<file path="src/rtl/core/dakep_pkg.sv">
// ----------------------------------------------------------------------------
// dakep_pkg
// Types, codes and helpers shared by the dual alarm / key / serial event
// picker.
// ----------------------------------------------------------------------------
package dakep_pkg;

    localparam int LEVEL_W = 16;
    localparam int LIMIT_W = 8;
    localparam int CODE_W  = 8;
    localparam int KIND_W  = 4;
    localparam int CFG_IDX_W  = 3;
    localparam int CFG_DATA_W = 16;

    // configuration register indexes
    localparam logic [CFG_IDX_W-1:0] CFG_A1_HIGH = 3'd0;
    localparam logic [CFG_IDX_W-1:0] CFG_A1_LOW  = 3'd1;
    localparam logic [CFG_IDX_W-1:0] CFG_A2_HIGH = 3'd2;
    localparam logic [CFG_IDX_W-1:0] CFG_A2_LOW  = 3'd3;
    localparam logic [CFG_IDX_W-1:0] CFG_REPEAT  = 3'd4;

    // event kinds
    localparam logic [KIND_W-1:0] EV_NONE       = 4'd0;
    localparam logic [KIND_W-1:0] EV_A1_HIGH    = 4'd1;
    localparam logic [KIND_W-1:0] EV_A1_LOW     = 4'd2;
    localparam logic [KIND_W-1:0] EV_A1_OK      = 4'd3;
    localparam logic [KIND_W-1:0] EV_A2_HIGH    = 4'd4;
    localparam logic [KIND_W-1:0] EV_A2_LOW     = 4'd5;
    localparam logic [KIND_W-1:0] EV_A2_OK      = 4'd6;
    localparam logic [KIND_W-1:0] EV_KEY        = 4'd7;
    localparam logic [KIND_W-1:0] EV_UP         = 4'd8;
    localparam logic [KIND_W-1:0] EV_LEFT       = 4'd9;
    localparam logic [KIND_W-1:0] EV_DOWN       = 4'd10;
    localparam logic [KIND_W-1:0] EV_MOVE_RIGHT = 4'd11;
    localparam logic [KIND_W-1:0] EV_SELECT     = 4'd12;

    // offsets from an alarm's base event code
    localparam logic [1:0] OFF_HIGH = 2'd0;
    localparam logic [1:0] OFF_LOW  = 2'd1;
    localparam logic [1:0] OFF_OK   = 2'd2;

    // serial command bytes
    localparam logic [CODE_W-1:0] CH_UP    = 8'h77; // w
    localparam logic [CODE_W-1:0] CH_LEFT  = 8'h61; // a
    localparam logic [CODE_W-1:0] CH_DOWN  = 8'h73; // s
    localparam logic [CODE_W-1:0] CH_RIGHT = 8'h64; // d
    localparam logic [CODE_W-1:0] CH_ENTER = 8'h20; // space
    localparam logic [CODE_W-1:0] CH_NONE  = 8'h00;

    // floor(10*x/11) == (x * 29790) >> 15, exact for x < 256
    localparam logic [14:0] DECAY_MUL   = 15'd29790;
    localparam int          DECAY_SHIFT = 15;

    typedef struct packed {
        logic [LEVEL_W-1:0] level_one;
        logic [LEVEL_W-1:0] level_two;
        logic               key_down;
        logic [CODE_W-1:0]  key_value;
        logic [CODE_W-1:0]  serial_char;
    } dakep_item_t;

    typedef struct packed {
        logic [LEVEL_W-1:0] a1_high;
        logic [LEVEL_W-1:0] a1_low;
        logic [LEVEL_W-1:0] a2_high;
        logic [LEVEL_W-1:0] a2_low;
        logic [LIMIT_W-1:0] repeat_limit;
    } dakep_cfg_t;

    typedef struct packed {
        logic       hit;
        logic [1:0] off;
        logic [1:0] flags;   // {low, high}
        logic       lamp;
    } dakep_chan_t;

    function automatic dakep_chan_t chan_check(
        input logic [LEVEL_W-1:0] level,
        input logic [LEVEL_W-1:0] hi,
        input logic [LEVEL_W-1:0] lo,
        input logic [1:0]         flags,
        input logic               lamp
    );
        dakep_chan_t r;
        r.hit   = 1'b0;
        r.off   = OFF_HIGH;
        r.flags = flags;
        r.lamp  = lamp;
        if (level >= hi) begin
            if (!flags[0]) begin
                r.hit      = 1'b1;
                r.off      = OFF_HIGH;
                r.flags[0] = 1'b1;
                r.lamp     = 1'b1;
            end
        end else if (level <= lo) begin
            if (!flags[1]) begin
                r.hit      = 1'b1;
                r.off      = OFF_LOW;
                r.flags[1] = 1'b1;
                r.lamp     = 1'b1;
            end
        end else if (flags != 2'b00) begin
            r.hit   = 1'b1;
            r.off   = OFF_OK;
            r.flags = 2'b00;
            r.lamp  = 1'b0;
        end
        return r;
    endfunction

    function automatic logic [KIND_W-1:0] decode_serial(input logic [CODE_W-1:0] c);
        logic [KIND_W-1:0] k;
        case (c)
            CH_UP:    k = EV_UP;
            CH_LEFT:  k = EV_LEFT;
            CH_DOWN:  k = EV_DOWN;
            CH_RIGHT: k = EV_MOVE_RIGHT;
            CH_ENTER: k = EV_SELECT;
            default:  k = EV_NONE;
        endcase
        return k;
    endfunction

    function automatic logic [LIMIT_W-1:0] decay(input logic [LIMIT_W-1:0] x);
        logic [LIMIT_W+15-1:0] p;
        p = (LIMIT_W + 15)'(x) * (LIMIT_W + 15)'(DECAY_MUL);
        return p[DECAY_SHIFT +: LIMIT_W];
    endfunction

endpackage

</file>
<file path="src/rtl/core/dakep_cfg_regs.sv">
// ----------------------------------------------------------------------------
// dakep_cfg_regs
// Configuration register file: alarm limits and key repeat limit.
// ----------------------------------------------------------------------------
module dakep_cfg_regs (
    input  logic                               clk,
    input  logic                               rst_n,
    input  logic                               cfg_valid,
    output logic                               cfg_ready,
    input  logic [dakep_pkg::CFG_IDX_W-1:0]    cfg_index,
    input  logic [dakep_pkg::CFG_DATA_W-1:0]   cfg_data,
    output dakep_pkg::dakep_cfg_t              cfg
);
    import dakep_pkg::*;

    dakep_cfg_t cfg_reg;
    dakep_cfg_t cfg_next;

    assign cfg_ready = 1'b1;
    assign cfg       = cfg_reg;

    always_comb
    begin
        cfg_next = cfg_reg;
        if (cfg_valid) begin
            unique case (cfg_index)
                CFG_A1_HIGH: cfg_next.a1_high      = cfg_data;
                CFG_A1_LOW:  cfg_next.a1_low       = cfg_data;
                CFG_A2_HIGH: cfg_next.a2_high      = cfg_data;
                CFG_A2_LOW:  cfg_next.a2_low       = cfg_data;
                CFG_REPEAT:  cfg_next.repeat_limit = cfg_data[LIMIT_W-1:0];
                default:     cfg_next = cfg_reg;
            endcase
        end
    end

    always_ff @(posedge clk or negedge rst_n)
    begin
        if (!rst_n) begin
            cfg_reg.a1_high      <= '1;
            cfg_reg.a1_low       <= '0;
            cfg_reg.a2_high      <= '1;
            cfg_reg.a2_low       <= '0;
            cfg_reg.repeat_limit <= LIMIT_W'(50);
        end else begin
            cfg_reg <= cfg_next;
        end
    end

endmodule

</file>
<file path="src/rtl/core/dakep_pick.sv">
// ----------------------------------------------------------------------------
// dakep_pick
// Picks one event per beat from alarms, keypad and serial byte; holds the
// alarm/key state and the result register.
// ----------------------------------------------------------------------------
module dakep_pick (
    input  logic                              clk,
    input  logic                              rst_n,
    input  logic                              go,
    input  dakep_pkg::dakep_item_t            item,
    input  dakep_pkg::dakep_cfg_t             cfg,
    input  logic                              out_ready,
    output logic                              out_valid,
    output logic [dakep_pkg::KIND_W-1:0]      event_kind,
    output logic [dakep_pkg::CODE_W-1:0]      event_key,
    output logic                              lamp_one,
    output logic                              lamp_two
);
    import dakep_pkg::*;

    logic [3:0]         flags_reg,  flags_next;
    logic [1:0]         lamp_reg,   lamp_next;
    logic [CODE_W:0]    prev_reg,   prev_next;
    logic [LIMIT_W-1:0] hold_reg,   hold_next;
    logic               out_valid_reg, out_valid_next;
    logic [KIND_W-1:0]  kind_reg,   kind_next;
    logic [CODE_W-1:0]  key_reg,    key_next;

    dakep_chan_t        ch1, ch2;
    logic [CODE_W:0]    key_now;
    logic [LIMIT_W-1:0] hold_inc;
    logic               taken;

    assign ch1 = chan_check(item.level_one, cfg.a1_high, cfg.a1_low,
                            flags_reg[1:0], lamp_reg[0]);
    assign ch2 = chan_check(item.level_two, cfg.a2_high, cfg.a2_low,
                            flags_reg[3:2], lamp_reg[1]);
    assign key_now  = item.key_down ? {1'b1, item.key_value} : '0;
    assign hold_inc = hold_reg + LIMIT_W'(1);

    always_comb
    begin
        flags_next = flags_reg;
        lamp_next  = lamp_reg;
        prev_next  = prev_reg;
        hold_next  = hold_reg;
        kind_next  = EV_NONE;
        key_next   = '0;
        taken      = 1'b0;
        if (ch1.hit) begin
            flags_next[1:0] = ch1.flags;
            lamp_next[0]    = ch1.lamp;
            kind_next       = EV_A1_HIGH + KIND_W'(ch1.off);
        end else if (ch2.hit) begin
            flags_next[3:2] = ch2.flags;
            lamp_next[1]    = ch2.lamp;
            kind_next       = EV_A2_HIGH + KIND_W'(ch2.off);
        end else begin
            if (key_now != prev_reg) begin
                prev_next = key_now;
                hold_next = '0;
                taken     = 1'b1;
            end else if (hold_inc > cfg.repeat_limit) begin
                hold_next = decay(hold_inc);
                taken     = 1'b1;
            end else begin
                hold_next = hold_inc;
            end
            if (taken) begin
                if (item.key_down) begin
                    kind_next = EV_KEY;
                    key_next  = item.key_value;
                end
            end else if (item.serial_char != CH_NONE) begin
                kind_next = decode_serial(item.serial_char);
            end
        end
    end

    assign out_valid_next = go | (out_valid_reg & ~out_ready);

    always_ff @(posedge clk or negedge rst_n)
    begin
        if (!rst_n) begin
            flags_reg     <= '0;
            lamp_reg      <= '0;
            prev_reg      <= '0;
            hold_reg      <= '0;
            out_valid_reg <= 1'b0;
        end else begin
            out_valid_reg <= out_valid_next;
            if (go) begin
                flags_reg <= flags_next;
                lamp_reg  <= lamp_next;
                prev_reg  <= prev_next;
                hold_reg  <= hold_next;
            end
        end
    end

    always_ff @(posedge clk)
    begin
        if (go) begin
            kind_reg <= kind_next;
            key_reg  <= key_next;
        end
    end

    assign out_valid  = out_valid_reg;
    assign event_kind = kind_reg;
    assign event_key  = key_reg;
    assign lamp_one   = lamp_reg[0];
    assign lamp_two   = lamp_reg[1];

endmodule

</file>
<file path="src/rtl/core/dual_alarm_key_serial_event_picker_core.sv">
// ----------------------------------------------------------------------------
// dual_alarm_key_serial_event_picker_core
// Two alarm channels, keypad and serial byte in; one event per beat out.
// ----------------------------------------------------------------------------
// Usage:
//   in channel   : in_valid/in_ready, one poll per beat (two levels, key
//                  reading, serial byte).
//   out channel  : out_valid/out_ready, one event per poll with both lamp
//                  states after that poll.
//   cfg channel  : cfg_valid/cfg_ready, always ready; index 0..4 selects the
//                  alarm limits and the repeat limit, other indexes ignored.
//                  Write only while no poll is in flight.
// Path: a poll waits in the input register; its event is then registered
//   in the result register. Throughput: one poll per cycle while results
//   are taken; the event pick logic between the two registers is combinational.
// Reset: limits return to defaults, alarm flags, lamps, last key and hold
//   count clear, both channels empty.
// Stall: while out_ready is low the result holds; the input register still
//   takes one more poll, then in_ready drops until the result is taken.
// ----------------------------------------------------------------------------
module dual_alarm_key_serial_event_picker_core (
    input  logic                              clk,
    input  logic                              rst_n,
    input  logic                              in_valid,
    output logic                              in_ready,
    input  logic [dakep_pkg::LEVEL_W-1:0]     level_one,
    input  logic [dakep_pkg::LEVEL_W-1:0]     level_two,
    input  logic                              key_down,
    input  logic [dakep_pkg::CODE_W-1:0]      key_value,
    input  logic [dakep_pkg::CODE_W-1:0]      serial_char,
    output logic                              out_valid,
    input  logic                              out_ready,
    output logic [dakep_pkg::KIND_W-1:0]      event_kind,
    output logic [dakep_pkg::CODE_W-1:0]      event_key,
    output logic                              lamp_one,
    output logic                              lamp_two,
    input  logic                              cfg_valid,
    output logic                              cfg_ready,
    input  logic [dakep_pkg::CFG_IDX_W-1:0]   cfg_index,
    input  logic [dakep_pkg::CFG_DATA_W-1:0]  cfg_data
);
    import dakep_pkg::*;

    dakep_cfg_t  cfg;
    dakep_item_t item_reg;
    logic        item_valid_reg, item_valid_next;
    logic        go;
    logic        accept;

    assign go       = item_valid_reg & (~out_valid | out_ready);
    assign in_ready = ~item_valid_reg | go;
    assign accept   = in_valid & in_ready;
    assign item_valid_next = accept | (item_valid_reg & ~go);

    always_ff @(posedge clk or negedge rst_n)
    begin
        if (!rst_n) begin
            item_valid_reg <= 1'b0;
        end else begin
            item_valid_reg <= item_valid_next;
        end
    end

    always_ff @(posedge clk)
    begin
        if (accept) begin
            item_reg.level_one   <= level_one;
            item_reg.level_two   <= level_two;
            item_reg.key_down    <= key_down;
            item_reg.key_value   <= key_value;
            item_reg.serial_char <= serial_char;
        end
    end

    dakep_cfg_regs u_cfg (
        .clk       (clk),
        .rst_n     (rst_n),
        .cfg_valid (cfg_valid),
        .cfg_ready (cfg_ready),
        .cfg_index (cfg_index),
        .cfg_data  (cfg_data),
        .cfg       (cfg)
    );

    dakep_pick u_pick (
        .clk        (clk),
        .rst_n      (rst_n),
        .go         (go),
        .item       (item_reg),
        .cfg        (cfg),
        .out_ready  (out_ready),
        .out_valid  (out_valid),
        .event_kind (event_kind),
        .event_key  (event_key),
        .lamp_one   (lamp_one),
        .lamp_two   (lamp_two)
    );

`ifndef SYNTHESIS
    a_key_only_on_key: assert property (@(posedge clk) disable iff (!rst_n)
        out_valid && event_kind != EV_KEY |-> event_key == '0)
        else $error("event_key set on non-key event");

    a_a1_lamp: assert property (@(posedge clk) disable iff (!rst_n)
        out_valid && (event_kind == EV_A1_HIGH || event_kind == EV_A1_LOW)
        |-> lamp_one)
        else $error("alarm one event without lamp");

    a_a2_ok_lamp: assert property (@(posedge clk) disable iff (!rst_n)
        out_valid && event_kind == EV_A2_OK |-> !lamp_two)
        else $error("alarm two ok with lamp on");

    a_item_kept: assert property (@(posedge clk) disable iff (!rst_n)
        item_valid_reg && !go |=> item_valid_reg)
        else $error("pending poll dropped");
`endif

endmodule
</file>
<file path="config.mk">
export PLATFORM = sky130hd
export DESIGN_NAME = dual_alarm_key_serial_event_picker_core
export DESIGN_NICKNAME = d
export VERILOG_FILES = /design/src/rtl/core/dakep_pkg.sv /design/src/rtl/core/dakep_cfg_regs.sv /design/src/rtl/core/dakep_pick.sv /design/src/rtl/core/dual_alarm_key_serial_event_picker_core.sv
export SDC_FILE = /design/constraint.sdc
export NUM_CORES = 1
export LEC_CHECK = 0
export BUFFER_PORTS_ARGS = -buffer_cell sky130_fd_sc_hd__buf_4
export CORE_MARGIN = 2
export CORE_UTILIZATION = 50
export DETAILED_ROUTE_END_ITERATION = 8
export HOLD_SLACK_MARGIN = 0.03
export PLACE_DENSITY_LB_ADDON = 0.08
export SLEW_MARGIN = 25
export SYNTH_ARGS = -nofsm -noshare
export SYNTH_HDL_FRONTEND = slang
export SYNTH_SLANG_ARGS = --single-unit
</file>
<file path="constraint.sdc">
create_clock -name clk -period 10.1 [get_ports clk]
set_input_delay 2.02 -clock clk [delete_from_list [all_inputs] [get_ports clk]]
set_output_delay 2.02 -clock clk [all_outputs]
set_load 0.005 [all_outputs]
</file>
# After elaboration in Yosys (flattened, before gate mapping)
# Cells that the tools add are included.
[word_totals]
regBits = 158
latch_bits = 0
ramBits = 0
rom_bits = 0
inputBits = 73
output_inout_bits = 17
n_memories = 0
[op_classes]
add_sub_neg = 3
multipliers = 1
div_mod_pow = 0
magnitude_cmp = 5
n_eq_ne = 16
shifts = 0
n_mux = 33
n_bitwise = 18
n_reduce_logical = 24
[ops]
columns = ["operator", "n"]
rows = [
  ["$eq A8 B7 Y1 const B", 4],
  ["$ge A16 B16 Y1", 2],
  ["$le A16 B16 Y1", 2],
  ["$mux W4", 8],
  ["$mul A8 B14 Y22 const B", 1],
  ["$pmux W4 S5", 1],
  ["$mux W8", 2],
  ["$mux W3", 5],
  ["$reduce_and A5 Y1", 3],
  ["$mux W1", 12],
  ["$mux W6", 2],
  ["$reduce_and A4 Y1", 3],
  ["$reduce_bool A2 Y1", 6],
  ["$not A1 Y1", 10],
  ["$reduce_and A2 Y1", 5],
  ["$mux W9", 1],
  ["$ne A9 B9 Y1", 1],
  ["$add A8 B1 Y8 const B", 1],
  ["$eq A8 B6 Y1 const B", 1],
  ["$gt A8 B8 Y1", 1],
  ["$reduce_bool A8 Y1", 1],
  ["$eq A3 B2 Y1 const B", 2],
  ["$ne A3 B3 Y1 const B", 2],
  ["$reduce_and A6 Y1", 1],
  ["other kinds (13)", 23],
]

# Longest topological paths before layout
[logic_depth]
word_depth = 9
depth_mapped = 21

# Hierarchy
# From an unflattened synthesis, not the netlist that was laid out.
[unflattened]
cells_unflattened = 890
hier_area_um2 = 10167.3
[modules_own_cells]
columns = ["mod", "instances", "cells_per_inst", "area_per_inst_um2", "seq_area_each_um2"]
rows = [
  ["dakep_pick", 1, 677, 5806.8, 960.9],
  ["dakep_cfg_regs", 1, 158, 2817.7, 1845.5],
  ["dual_alarm_key_serial_event_picker_core", 1, 55, 1542.7, 1496.4],
]

# Worst setup path before layout
# Ideal clock, no wire load.
[synth_timing]
path_type = "register -> register"
start = "register u_pick.hold_reg[0]"
end = "register u_pick.hold_reg[7]"
arrival_ps = 5592
required_ps = 10024
slack_ps = 4432
path_stages_with_launch = 19
path_buffers = 0
path_cell_list = "dfrtp_1 > ha_1 > nand3_1 > nor2_1 > xor2_1 > fa_1 > fa_1 > inv_1 > fa_1 > fa_1 > ha_1 > a211oi_1 > nor2_1 > a2111o_1 > a221oi_4 > o21ai_2 > mux2i_1 > o32a_1 > o21ai_1"
[synth_via]
elab_chain_len = 4
[synth_lines]
columns = ["element", "line", "source"]
rows = [
  ["from (decl)", "dakep_pick.sv:24", "logic [LIMIT_W-1:0] hold_reg, hold_next;"],
  ["from (signal assigned)", "dakep_pick.sv:96", "hold_reg <= hold_next;"],
  ["$add A8 B1 Y8 (*)", "dakep_pick.sv:39", "assign hold_inc = hold_reg + LIMIT_W'(1);"],
  ["$mul A8 B14 Y22 or $gt A8 B8 Y1 (tied branches)", "dakep_pkg.sv:127, dakep_pick.sv:63", ""],
  ["$mux W8 (*)", "dakep_pick.sv:63", "end else if (hold_inc > cfg.repeat_limit) begin"],
  ["$mux W8 (*)", "dakep_pick.sv:59", "if (key_now != prev_reg) begin"],
]
# Mark *: on every way between the ends. The rest lies on a longest branch, timed or not.
# A chain may end at the register's enable or synchronous reset.

# Worst setup path after layout
# Ends and elaborated chain as after synthesis.

==> run_results.csv <==
group,metric,value,unit
yosys,synth-compound-area-share,12.2,%
timing,rsz0062_at_grt,"false",
grt,grt-ovfl-total,0,
cts,cts_buffers,17,
setup_path,path_cells,"and3_1 > nand3_1 > xnor2_1 > inv_1 > fa_1 > fa_1 > inv_1 > fa_1 > fa_1 > ha_1 > a211oi_1 > nor2_1 > a2111o_1 > a221oi_4 > o21ai_2 > mux2i_1 > o32a_1 > o21ai_1",
setup_path,critPathMaxFanout,10,
layout,layout-drive-gt1-share,19.6,%
hold_path,min_path_cells,2,
floorplan,initial_utilization,51.0,%
pwr,switchingPower,661,uW
cts,clk_latency,0.43,ns
drt,drt_iter0_drc,362,
setup_path,crit_slowest_cell,"xnor2_1",
yosys,async_flop_share,61.4,%
yosys,synth_commonest_cells,"inv_1, ha_1, nand2_1",
layout,nFillCells,1722,
yosys,synth_xor_area_share,2.02,%
yosys,synth_top_area_share,18.4,%
pwr,seqPwrFrac,42.6,%
timing,hold_viol_final,0,
timing,post-route-period-util,59.1,%
drt,dr.pass1.iters,4,
layout,syn2layout_area_growth,16.1,%
timing,setup_viol,0,
layout,fin_nets,1264,
setup_path,crit_required,10.46,ns
layout,register_area,4300,um2
cts,cts_sinks,158,
yosys,synth_top_area_cell,"edfxtp_1",
drt,routedWlPerCell,16.0,um
job,drv_cap,0,
grt,grt_max_degree,56,
cts,htreeDepth,4,
cts,hold_buffers,0,
grt,grt_antenna_before_repair,0,
place,place_hpwl,15700,um
timing,tightestPinTransition,1.02,ns
timing,finalMaxSlewViolations,0,
yosys,avgSynthCellArea,10.6,um2
hold_path,hold_class,"reg -> reg",
floorplan,die_width,145,um
drt,num_vias,6882,
timing,skew,0.0153,ns
setup_path,cpMostUsedCell,"fa_1",
grt,grtUsageTotal,20.9,%
pwr,p_clk_share,31.3,%
setup_path,path_class,"reg -> reg",
grt,first_global_vias,6816,
layout,multi_input_area,5070,um2
drt,vias_per_cell,5.23,
yosys,seq_area_frac_synth,43.2,%
layout,fin_util,59.2,%
cts,cts_root_buf,"clkbuf_16",
pwr,combPwrFrac,26.1,%
place,routabilityCongestion,0.861,
yosys,synth-seq-cells,158,
drt,drt_wl_total,21000,um
drt,drc_errors,0,
cts,path_clk_slew,0.07,ns
yosys,synth_top_family_by_area,"adder cells",
cts,cts_repair_resize_count,0,
yosys,synth-simple-area-share,11.0,%
setup_path,start_kind,"flip-flop",
setup_path,reg2reg_depth,18,
yosys,synth.area.mux_share,4.00,%
yosys,synth-edff-count,61,
timing,timing.final.crit_period,5.97,ns
setup_path,cp.arrival,6.33,ns
timing,slew_headroom,31.6,%
yosys,synthAdderAreaFrac,21.2,%
yosys,synth_flop_cell,"dfrtp_1",
yosys,synth.most_common_cell,"inv_1",
timing,clock.fmax,167,MHz
yosys,synth_area,9950,um2
grt,grt_pass1_wl,35400,um
cts,post-cts-setup-buffers,0,
cts,cts_buffer_depth,2,
pwr,powerDensity,177,nW/um2
layout,largest_reg_flops,72,
floorplan,rows,51,
timing,fin_setup_tns,0,ns
yosys,syn_inst,939,
yosys,yosys.cell_types.count,72,
floorplan,core_area,19500,um2
yosys,yosys-top-cells-area,"edfxtp_1, ha_1, dfrtp_1",
cts,cts_tree,"done",
pwr,intPower,1.38,mW
drt,postRouteAntennaNets,0,
floorplan,die_h,145,um
outcome,status,"finished clean",
pwr,switching_share,32.3,%
setup_path,critical-path-max-stage-delay,0.63,ns
yosys,syn-num-nets,1166,
floorplan,io_pins,90,
layout,antennaDiodeCount,0,
floorplan,die_area,21000,um2
pwr,peakVddDrop,137,uV
setup_path,endpoint_kind,"flip-flop",
place,io_buffers,88,
yosys,yosys_warnings,0,
pwr,p_leak,5.48,nW
[routing by layer]
layer  vias up  share of wire (%)  global-route usage [%]
met5         -                  0                       0
met2       103                 44                    31.9
met1      3293                 52                    31.7
li1       3472                  -                       -
met4         0               0.80                    3.97
met3        14                3.1                    3.49
[per-stage QoR]
step / area, um2 / power, mW / hold WS, ns / setup WS, ns / std cells
floorplan: 9950 / 1.25 / 0.457 / 4.43 / 939
global placement: 11000 / 1.40 / 0.483 / 3.99 / 1283
detailed placement: 11000 / 1.41 / 0.494 / 3.82 / 1283
CTS: 11500 / 2.07 / 0.509 / 3.80 / 1315
global route: 11500 / 2.18 / 0.525 / 3.72 / 1315
finish: 11500 / 2.04 / 0.506 / 4.13 / 1315
[cell usage in the layout (no fill, tap or decap), drive strengths merged, types with 4 or more instances in the layout]
| master | n |
|---|---|
| o31ai | 6 |
| ha | 129 |
| nor4 | 4 |
| nor2b | 4 |
| o21ai | 90 |
| xor2 | 7 |
| a21o | 9 |
| mux2 | 24 |
| edfxtp | 61 |
| clkbuf | 17 |
| and4 | 4 |
| a21oi | 23 |
| o21a | 8 |
| nor2 | 29 |
| nand2b | 13 |
| nor3 | 7 |
| nand4 | 11 |
| buf | 95 |
| mux2i | 12 |
| and2 | 12 |
| nand3 | 12 |
| dfrtp | 62 |
| inv | 153 |
| o211ai | 5 |
| xnor2 | 16 |
| fa | 25 |
| and3 | 7 |
| dfstp | 35 |
| nand2 | 103 |
| clkinv | 6 |
| a211oi | 9 |
[power groups by stage]
stage	Sequential, mW	Clock (mW)	Combinational [mW]
6_report	0.869	0.640	0.534
5_1_grt	0.885	0.681	0.615
4_1_cts	0.870	0.656	0.539
3_5_place_dp	0.880	0	0.534
3_3_place_gp	0.879	0	0.523
2_1_floorplan	0.865	0	0.381
[worst paths after layout]
check	slack, ns	from	end
worst max-delay path	4.13	u_pick.hold_reg[0]	u_pick.hold_reg[7]
worst min-delay path	0.51	u_cfg.cfg[35]	u_cfg.cfg[35]
worst max register to register	4.13	u_pick.hold_reg[0]	u_pick.hold_reg[7]
worst min register to register	0.51	u_cfg.cfg[35]	u_cfg.cfg[35]
max in group asynchronous	7.33	rst_n	u_cfg.cfg[9]
min in group asynchronous	1.60	rst_n	u_cfg.cfg[52]
[worst max-delay path: cells and delay by family (launching register included)]
kind,cells,cell delay [ns]
xor gates and xnor gates,1,0.63
and+or+nand+nor,3,0.43
buffers and inverters,2,0.24
adders and majority gates,5,2.33
muxes,1,0.14
DFF,1,0.59
AOI/OAI and AO/OA,6,1.54
[cell type report]
type                    instances  share of cell area (%)
clock buffers                  17                    3.68
clock inverters                15                    1.40
inverters                     144                    4.68
multi-input cells             621                    43.9
flip-flops and latches        158                    37.3
well taps                     265                    2.87
repair buffers                 95                    6.17
[logic make-up (layout without fill, tap and decap cells)]
family,Yosys count,count (layout)
and+or+nand+nor,221,221
DFF,158,158
other,1,1
AOI/OAI and AO/OA,186,186
buffers and inverters,160,271
muxes,36,36
adders and majority gates,154,154
xor gates and xnor gates,23,23
Note: power is estimated with default switching activity, not from simulation.
